[config.mk]
export PLATFORM = sky130hd
export DESIGN_NAME = meter_rate_to_bit_weight_code_top
export DESIGN_NICKNAME = d
export VERILOG_FILES = /design/src/rtl/core/rtcode_pkg.sv /design/src/rtl/core/meter_rate_to_bit_weight_code_top.sv /design/src/rtl/core/rtcode_up_cell.sv /design/src/rtl/core/rtcode_dn_cell.sv
export SDC_FILE = /design/constraint.sdc
export NUM_CORES = 2
export LEC_CHECK = 0
export BUFFER_PORTS_ARGS = -buffer_cell sky130_fd_sc_hd__buf_2
export CAP_MARGIN = 20
export CORE_ASPECT_RATIO = 0.6
export CORE_MARGIN = 4
export CORE_UTILIZATION = 35
export CTS_BUF_LIST = sky130_fd_sc_hd__clkbuf_8
export CTS_CLUSTER_DIAMETER = 120
export DETAILED_ROUTE_END_ITERATION = 16
export MAX_ROUTING_LAYER = met4
export SKIP_CTS_REPAIR_TIMING = 1
export SYNTH_ARGS = -nofsm -noshare
export SYNTH_HDL_FRONTEND = slang
export SYNTH_HIERARCHICAL = 1
export SYNTH_SLANG_ARGS = --single-unit
[constraint.sdc]
create_clock -name clk_i -period 209.7 [get_ports clk_i]
set_clock_uncertainty 0.1 [all_clocks]
set_input_delay 20.97 -clock clk_i [delete_from_list [all_inputs] [get_ports clk_i]]
set_output_delay 20.97 -clock clk_i [all_outputs]
set_load 0.03 [all_outputs]
[src/rtl/core/rtcode_pkg.sv]
`timescale 1ns / 1ps

package rtcode_pkg;

  localparam int unsigned CodeBits   = 16;
  localparam int unsigned RateWidth  = 32;
  localparam int unsigned ByteShift  = 3;
  localparam int unsigned TgtWidth   = RateWidth + ByteShift;
  // all sixteen weights add up to 99998471, below 2**27
  localparam int unsigned SumWidth   = 27;
  localparam int unsigned IdxWidth   = $clog2(CodeBits);

  typedef logic [TgtWidth-1:0] target_t;
  typedef logic [SumWidth-1:0] sum_t;
  typedef logic [CodeBits-1:0] code_t;
  typedef logic [IdxWidth-1:0] idx_t;

  // data handed from one cell to the next
  typedef struct packed {
    logic    valid;
    target_t target;
    sum_t    sum;
    code_t   code;
  } stage_t;

  // bps weight of one code bit
  function automatic sum_t bit_weight(idx_t idx);
    sum_t w;
    case (idx)
      4'd0:    w = 27'd1525;
      4'd1:    w = 27'd3051;
      4'd2:    w = 27'd6103;
      4'd3:    w = 27'd12207;
      4'd4:    w = 27'd24414;
      4'd5:    w = 27'd48828;
      4'd6:    w = 27'd97656;
      4'd7:    w = 27'd195312;
      4'd8:    w = 27'd390625;
      4'd9:    w = 27'd781250;
      4'd10:   w = 27'd1562500;
      4'd11:   w = 27'd3125000;
      4'd12:   w = 27'd6250000;
      4'd13:   w = 27'd12500000;
      4'd14:   w = 27'd25000000;
      4'd15:   w = 27'd50000000;
      default: w = '0;
    endcase
    return w;
  endfunction

endpackage

[src/rtl/core/meter_rate_to_bit_weight_code_top.sv]
`timescale 1ns / 1ps

// meter rate to bit-weight code
//
// input stream: one item per requested rate in bytes per second (s_axis).
// output stream: one item per input item, a 16-bit code whose weighted
// sum of fixed bps weights (1525 up to 50000000) is at least eight times
// the rate; rates above an eighth of the weight sum give all ones (m_axis).
//
// the datapath is a chain of 32 cells: sixteen upward cells, one per code
// bit from bit 0, then sixteen downward cells from bit 15 to bit 0. each
// cell holds one item in its own register and hands it to its neighbor
// every cycle that the chain advances.
// throughput: one item per cycle while the receiver does not stall, set by
// the one-stage-per-cell chain.
//
// the chain advances as a whole whenever the last cell is empty or its
// item is taken; while the receiver stalls with a result pending, the
// chain holds and s_axis_tready_o is low, otherwise an item is taken
// each cycle. reset clears all cell valid bits, so no output is shown.
module meter_rate_to_bit_weight_code_top (
  input  logic        clk_i,
  input  logic        rst_ni,
  input  logic        s_axis_tvalid_i,
  output logic        s_axis_tready_o,
  input  logic [31:0] s_axis_tdata_i,   // [31:0] rate_bytes
  output logic        m_axis_tvalid_o,
  input  logic        m_axis_tready_i,
  output logic [15:0] m_axis_tdata_o    // [15:0] rate_code
);

  localparam int unsigned NumBits = rtcode_pkg::CodeBits;

  rtcode_pkg::stage_t up_chain [NumBits+1];
  rtcode_pkg::stage_t dn_chain [NumBits+1];
  logic               advance;

  // whole chain moves when the output stage is free or drained
  assign advance = !dn_chain[NumBits].valid || m_axis_tready_i;

  // the target in bps is the rate shifted by three
  always_comb begin
    up_chain[0].valid  = s_axis_tvalid_i;
    up_chain[0].target = {s_axis_tdata_i, {rtcode_pkg::ByteShift{1'b0}}};
    up_chain[0].sum    = '0;
    up_chain[0].code   = '0;
  end

  for (genvar g = 0; g < NumBits; g++) begin : g_up
    rtcode_up_cell #(
      .BitIdx(g)
    ) u_cell (
      .clk_i   (clk_i),
      .rst_ni  (rst_ni),
      .en_i    (advance),
      .stage_i (up_chain[g]),
      .stage_o (up_chain[g+1])
    );
  end

  assign dn_chain[0] = up_chain[NumBits];

  // downward cells visit the highest bit first
  for (genvar g = 0; g < NumBits; g++) begin : g_dn
    rtcode_dn_cell #(
      .BitIdx(NumBits - 1 - g)
    ) u_cell (
      .clk_i   (clk_i),
      .rst_ni  (rst_ni),
      .en_i    (advance),
      .stage_i (dn_chain[g]),
      .stage_o (dn_chain[g+1])
    );
  end

  assign s_axis_tready_o = advance;
  assign m_axis_tvalid_o = dn_chain[NumBits].valid;
  assign m_axis_tdata_o  = dn_chain[NumBits].code;

endmodule

[src/rtl/core/rtcode_up_cell.sv]
`timescale 1ns / 1ps

// upward pass: add this bit's weight while the sum is below the target
module rtcode_up_cell #(
  parameter int unsigned BitIdx = 0
) (
  input  logic                clk_i,
  input  logic                rst_ni,
  input  logic                en_i,
  input  rtcode_pkg::stage_t  stage_i,
  output rtcode_pkg::stage_t  stage_o
);

  localparam rtcode_pkg::idx_t Idx = rtcode_pkg::idx_t'(BitIdx);

  logic               valid_q;
  rtcode_pkg::stage_t data_d, data_q;
  logic               below;

  always_comb begin
    data_d = stage_i;
    below  = {{(rtcode_pkg::TgtWidth - rtcode_pkg::SumWidth){1'b0}}, stage_i.sum}
             < stage_i.target;
    if (below) begin
      data_d.sum          = stage_i.sum + rtcode_pkg::bit_weight(Idx);
      data_d.code[BitIdx] = 1'b1;
    end
  end

  always_ff @(posedge clk_i or negedge rst_ni) begin
    if (!rst_ni) begin
      valid_q <= 1'b0;
    end else if (en_i) begin
      valid_q <= stage_i.valid;
    end
  end

  always_ff @(posedge clk_i) begin
    if (en_i) begin
      data_q <= data_d;
    end
  end

  always_comb begin
    stage_o       = data_q;
    stage_o.valid = valid_q;
  end

endmodule

[src/rtl/core/rtcode_dn_cell.sv]
`timescale 1ns / 1ps

// downward pass: drop this bit when the sum stays at or above the target
module rtcode_dn_cell #(
  parameter int unsigned BitIdx = 0
) (
  input  logic                clk_i,
  input  logic                rst_ni,
  input  logic                en_i,
  input  rtcode_pkg::stage_t  stage_i,
  output rtcode_pkg::stage_t  stage_o
);

  localparam rtcode_pkg::idx_t Idx = rtcode_pkg::idx_t'(BitIdx);

  logic               valid_q;
  rtcode_pkg::stage_t data_d, data_q;
  rtcode_pkg::sum_t   reduced;

  always_comb begin
    data_d  = stage_i;
    // a set bit's weight is always still contained in the sum
    reduced = stage_i.sum - rtcode_pkg::bit_weight(Idx);
    if (stage_i.code[BitIdx] &&
        ({{(rtcode_pkg::TgtWidth - rtcode_pkg::SumWidth){1'b0}}, reduced}
         >= stage_i.target)) begin
      data_d.sum          = reduced;
      data_d.code[BitIdx] = 1'b0;
    end
  end

  always_ff @(posedge clk_i or negedge rst_ni) begin
    if (!rst_ni) begin
      valid_q <= 1'b0;
    end else if (en_i) begin
      valid_q <= stage_i.valid;
    end
  end

  always_ff @(posedge clk_i) begin
    if (en_i) begin
      data_q <= data_d;
    end
  end

  always_comb begin
    stage_o       = data_q;
    stage_o.valid = valid_q;
  end

endmodule

==> Word level (Yosys, flattened, before mapping) <==
Cells that the tools add are included.
{ "totals": {"ff_bits": 2253, "input_bits": 36, "out_inout_bits": 18, "elab_cells": 270} }
{ "classes": {"addsub": 31, "n_lt_le_gt_ge": 32, "mux": 32, "reduce_logical": 18} }
{ "ops": {"columns": ["operator", "count"], "rows": [
  ["27-bit 2-to-1 mux", 28],
  ["27-bit by 35-bit >= comparator with 1-bit output", 16],
  ["27-bit by 35-bit less-than comparator with 1-bit output", 15],
  ["28-bit 2-to-1 mux", 2],
  ["1-bit by 35-bit less-than comparator with 1-bit output, first input constant", 1],
  ["27-bit by 12-bit adder with 27-bit output, second input constant", 1],
  ["27-bit by 13-bit adder with 27-bit output, second input constant", 1],
  ["27-bit by 14-bit adder with 27-bit output, second input constant", 1],
  ["27-bit by 15-bit adder with 27-bit output, second input constant", 1],
  ["27-bit by 16-bit adder with 27-bit output, second input constant", 1],
  ["27-bit by 17-bit adder with 27-bit output, second input constant", 1],
  ["27-bit by 18-bit adder with 27-bit output, second input constant", 1],
  ["27-bit by 19-bit adder with 27-bit output, second input constant", 1],
  ["27-bit by 20-bit adder with 27-bit output, second input constant", 1],
  ["27-bit by 21-bit adder with 27-bit output, second input constant", 1],
  ["27-bit by 22-bit adder with 27-bit output, second input constant", 1],
  ["27-bit by 23-bit adder with 27-bit output, second input constant", 1],
  ["27-bit by 24-bit adder with 27-bit output, second input constant", 1],
  ["27-bit by 25-bit adder with 27-bit output, second input constant", 1],
  ["27-bit by 26-bit adder with 27-bit output, second input constant", 1],
  ["27-bit by 11-bit subtractor with 27-bit output, second input constant", 1],
  ["27-bit by 12-bit subtractor with 27-bit output, second input constant", 1],
  ["27-bit by 13-bit subtractor with 27-bit output, second input constant", 1],
  ["27-bit by 14-bit subtractor with 27-bit output, second input constant", 1],
  ["17 further kinds", 32]
]} }

==> Logic depth before layout (Yosys ltp) <==
{ "depth": {"word_depth": 4, "ltp_mapped": 19, "ltp_nobuf": 17} }

==> Cells and area by module <==
Netlist, hierarchy kept.
{ "modules_own_cells": {"columns": ["mod", "n_inst", "cells_each", "area_per_inst_um2", "seq_area_each_um2"], "rows": [
  ["rtcode_dn_cell at g_dn[2].u_cell", 1, 306, 4279.1, 2367.3],
  ["rtcode_dn_cell at g_dn[10].u_cell", 1, 354, 4261.6, 2367.3],
  ["rtcode_dn_cell at g_dn[7].u_cell", 1, 322, 4212.8, 2367.3],
  ["rtcode_dn_cell at g_dn[6].u_cell", 1, 321, 4156.5, 2367.3],
  ["rtcode_dn_cell at g_dn[11].u_cell", 1, 313, 4127.7, 2367.3],
  ["rtcode_dn_cell at g_dn[15].u_cell", 1, 320, 4121.5, 2367.3],
  ["rtcode_dn_cell at g_dn[14].u_cell", 1, 319, 4116.4, 2367.3],
  ["rtcode_dn_cell at g_dn[13].u_cell", 1, 318, 4111.4, 2367.3],
  ["rtcode_dn_cell at g_dn[12].u_cell", 1, 321, 4057.6, 2367.3],
  ["rtcode_dn_cell at g_dn[4].u_cell", 1, 310, 4018.9, 2367.3],
  ["rtcode_dn_cell at g_dn[5].u_cell", 1, 306, 3948.8, 2367.3],
  ["rtcode_dn_cell at g_dn[9].u_cell", 1, 299, 3946.3, 2367.3],
  ["rtcode_dn_cell at g_dn[8].u_cell", 1, 293, 3931.3, 2367.3],
  ["rtcode_dn_cell at g_dn[1].u_cell", 1, 290, 3927.5, 2367.3],
  ["19 more rows", null, null, null, null]
]} }

==> Worst setup path after synthesis <==
No wires, ideal clock.
{ "synth_timing": {"kind": "input to output", "start": "in m_axis_tready_i", "end": "out s_axis_tready_o", "arrival_time_ps": 81178, "required_time_ps": 188630, "setup_slack_ps": 107452, "stages": 1, "n_path_buf": 0, "path_cell_list": "nand2b_1"} }
{ "synth_via": {"elab_chain_len": 1} }
{ "synth_lines": {"columns": ["item", "line_no", "source"], "rows": [
  ["start: declaration", "meter_rate_to_bit_weight_code_top.sv:28", "input logic m_axis_tready_i,"],
  ["1-bit logical OR", "meter_rate_to_bit_weight_code_top.sv:39", "assign advance = !dn_chain[NumBits].valid || m_axis_tready_i;"],
  ["end: declaration", "meter_rate_to_bit_weight_code_top.sv:25", "output logic s_axis_tready_o,"]
]} }
Every way passes these cells.

==> Worst setup path after layout <==
Same ends and word-level chain as after synthesis.

==> impl_summary.log <==
INFO  metric status = complete, no violations
INFO  metric syn_area_per_cell = 13.46 um2
INFO  metric p_leak = 0.05156 uW
INFO  metric htree_num_levels = 5
INFO  metric setup-violations-final = 0
INFO  metric final_hold_viol_count = 0
INFO  metric critPathLaunchType = primary input
INFO  metric hold_class = reg2reg
INFO  metric grt_start_max_net_pins = 182
INFO  metric antenna_found_initial = 10
INFO  metric vdd_ir_drop_max = 10.49 uV
INFO  metric post-place-cells = 13700
INFO  metric crit_path_frequent_cell = buf_2
INFO  metric ios = 54
INFO  metric critPathMaxFanout = 8
INFO  metric detail_route.iter0.violations = 6339
INFO  metric portBuffers = 53
INFO  metric floorplan.die.height = 464.1 um
INFO  metric reg2reg_slack = 202330 ps
INFO  metric fin_worst_hold_slack = 292.6 ps
INFO  metric cts-root-to-sink-buffers = 4
INFO  metric cp_slowest_stage_delay = 430 ps
INFO  metric slew_headroom = 21.95%
INFO  metric reg2reg_depth = 8
INFO  metric count_of_cells_along_the_worst_hold_path = 0
INFO  metric power_density = 16.69 nW/um2
INFO  metric worst_path_buffer_plus_inverter_count = 2
INFO  metric route.detailed.wl_per_inst = 18.20 um
INFO  metric design.core.area = 345200 um2
INFO  metric antenna_violating_nets_post_route = 0
INFO  metric cts_buffer_count = 386
INFO  metric grt_use_met1 = 23.00%
INFO  metric netlist_instances = 9015
INFO  metric slew_viol_final = 0
INFO  metric timing.critical_path.from = m_axis_tready_i
INFO  metric critical_path.endpoint_type = primary output
INFO  metric synthesis.area = 121300 um2
INFO  metric fin_setup_tns = 0 ps
INFO  metric final_nets = 10360
INFO  metric grt_util_all_layers = 14.64%
INFO  metric fmax = 23.27 MHz
INFO  metric worst_hold_path.endpoint = g_dn[7].u_cell/stage_o[0]$_DFFE_PP_
INFO  metric layout_worst_path_cycle_share = 20.49%
INFO  metric dp.final_hpwl = 191.5 mm
INFO  metric tritoncts = done
INFO  metric slew_at_the_pin_closest_to_its_max_slew_limit = 1160 ps
INFO  metric clk-insertion-delay-late = 1020 ps
INFO  metric worstHoldStart = g_dn[6].u_cell/stage_o[0]$_DFFE_PP_
INFO  metric grt_pass1_vias = 69360
INFO  metric post_drt_via_cell_ratio = 4.963
INFO  metric arrival = 21900 ps
INFO  metric unrepaired_setup_endpoints_after_global_routing = false
INFO  metric grt_pass1_wl = 404.1 mm
INFO  metric number_of_vias_in_the_routed_layout = 71440
INFO  metric drv_cap = 0
INFO  metric total_power = 2243 uW
INFO  metric critical_path.cell_chain = buf_2 -> nand2b_4 -> buf_2
INFO  metric post-route-min-period = 42970 ps
INFO  metric gp_congestion = 0.9081
INFO  metric routed_wirelength = 262.0 mm
INFO  metric critical_path.slowest_cell = buf_2
INFO  metric globalRoute.totalOverflow = 0
INFO  metric clock-sinks = 2466
INFO  metric layout-area-overhead-vs-synth = 10.74%
INFO  metric remaining_drc_errors = 0
INFO  metric detail_route.first_pass.iterations = 7
INFO  metric critical_path.top_delay_family = buffers and inverters
INFO  metric grt_use_met3 = 2.605%
INFO  metric worst_r2r_endpoint = g_up[1].u_cell/stage_o[26]$_DFFE_PP_
INFO  metric root_buffer = clkbuf_8
INFO  metric finalNonFillerCells = 14400
INFO  metric worstSetupPathType = in2out
INFO  metric path_clk_slew = 60 ps
INFO  metric design.die.area = 356500 um2
INFO  metric share_of_cells_above_drive_strength_1 = 10.79%
INFO  metric initial_core_util = 35.15%
INFO  metric floorplan.rows = 167
INFO  metric grt_use_met2 = 19.21%
INFO  metric fp.dieW = 768.2 um
INFO  metric yosysWarningCount = 6
INFO  metric timing.critical_path.required = 188630 ps
INFO  metric gr-max-usage-layer = met1
INFO  metric r2r_start = g_dn[15].u_cell/valid_q$_DFFE_PN0P_
[metal layers]
layer  part of all wire, %  wire [um]  up-vias
met5                     0          0        -
met3                   7.0      18390      383
li1                      -          -    34030
met1                    52     136200    35000
met4                   1.8       4842        0
met2                    39     102600     2026
[flip-flops by register name, indices dropped and copies added (netlist names)]
name / count
g_up.u_cell/stage_o: 1248
g_up.u_cell/valid_q: 16
g_dn.u_cell/stage_o: 1186
g_dn.u_cell/valid_q: 16
[power by group]
part / switching (uW) / internal (uW)
clock: 192 / 205
sequential: 208 / 853
combinational: 469 / 315
total: 869 / 1370
[worst max path at each step]
stage                     depth (start not counted)  slack [ps]              end
final                                             3      166730  s_axis_tready_o
after global routing                              3      166600  s_axis_tready_o
after CTS                                         3      166630  s_axis_tready_o
after detailed placement                          3      166630  s_axis_tready_o
after global placement                            3      166620  s_axis_tready_o
after floorplan                                   1      108920  s_axis_tready_o
[worst reg2reg max path: cells and delay by family, from the launching register on]
| kind | cells | cell delay, ps |
|---|---|---|
| AND/OR/NAND/NOR | 1 | 330 |
| flip-flops | 1 | 450 |
| buffers and inverters | 7 | 6140 |
[final cells by class]
type | count | area [um2]
clock buffer | 399 | 5492
fill | 32340 | 210800
timing repair buffer | 118 | 845.8
clock inverter | 287 | 1843
inverter | 954 | 3588
sequential | 2466 | 73890
antenna | 4 | 10.01
multi-input combinational | 5520 | 42890
tap | 4647 | 5814
[through the flow]
step	utilization (%)	setup slack (ps)	instance area, um2
after floorplan	-	108920	121800
after global placement	36.76	166620	126900
after detailed placement	36.77	166630	126900
after CTS	38.89	166630	134300
after global routing	38.93	166600	134400
final	38.93	166730	134400
[cell usage in the layout (no fill, tap or decap), types with 37 or more instances in the layout]
| master | instances |
|---|---|
| edfxtp_1 | 2434 |
| inv_1 | 1049 |
| ha_1 | 880 |
| xnor2_1 | 593 |
| nand2_1 | 502 |
| xor2_1 | 493 |
| a21oi_1 | 424 |
| clkbuf_8 | 399 |
| nor2_1 | 313 |
| o21ai_0 | 199 |
| nand4_1 | 196 |
| nand3_1 | 182 |
| nor3_1 | 171 |
| conb_1 | 120 |
| nor4_1 | 117 |
| clkinv_1 | 89 |
| o21ai_1 | 72 |
| nand2b_1 | 63 |
| a21o_1 | 61 |
| and3_1 | 60 |
| clkinv_2 | 57 |
| buf_4 | 56 |
| buf_2 | 54 |
| o21ai_2 | 45 |
| o211ai_1 | 42 |
| nor3b_1 | 42 |
| o21a_1 | 39 |
| a211oi_1 | 37 |
| mux2_2 | 37 |
| and4_1 | 37 |
No activity file was read; power rests on OpenSTA's default activity.
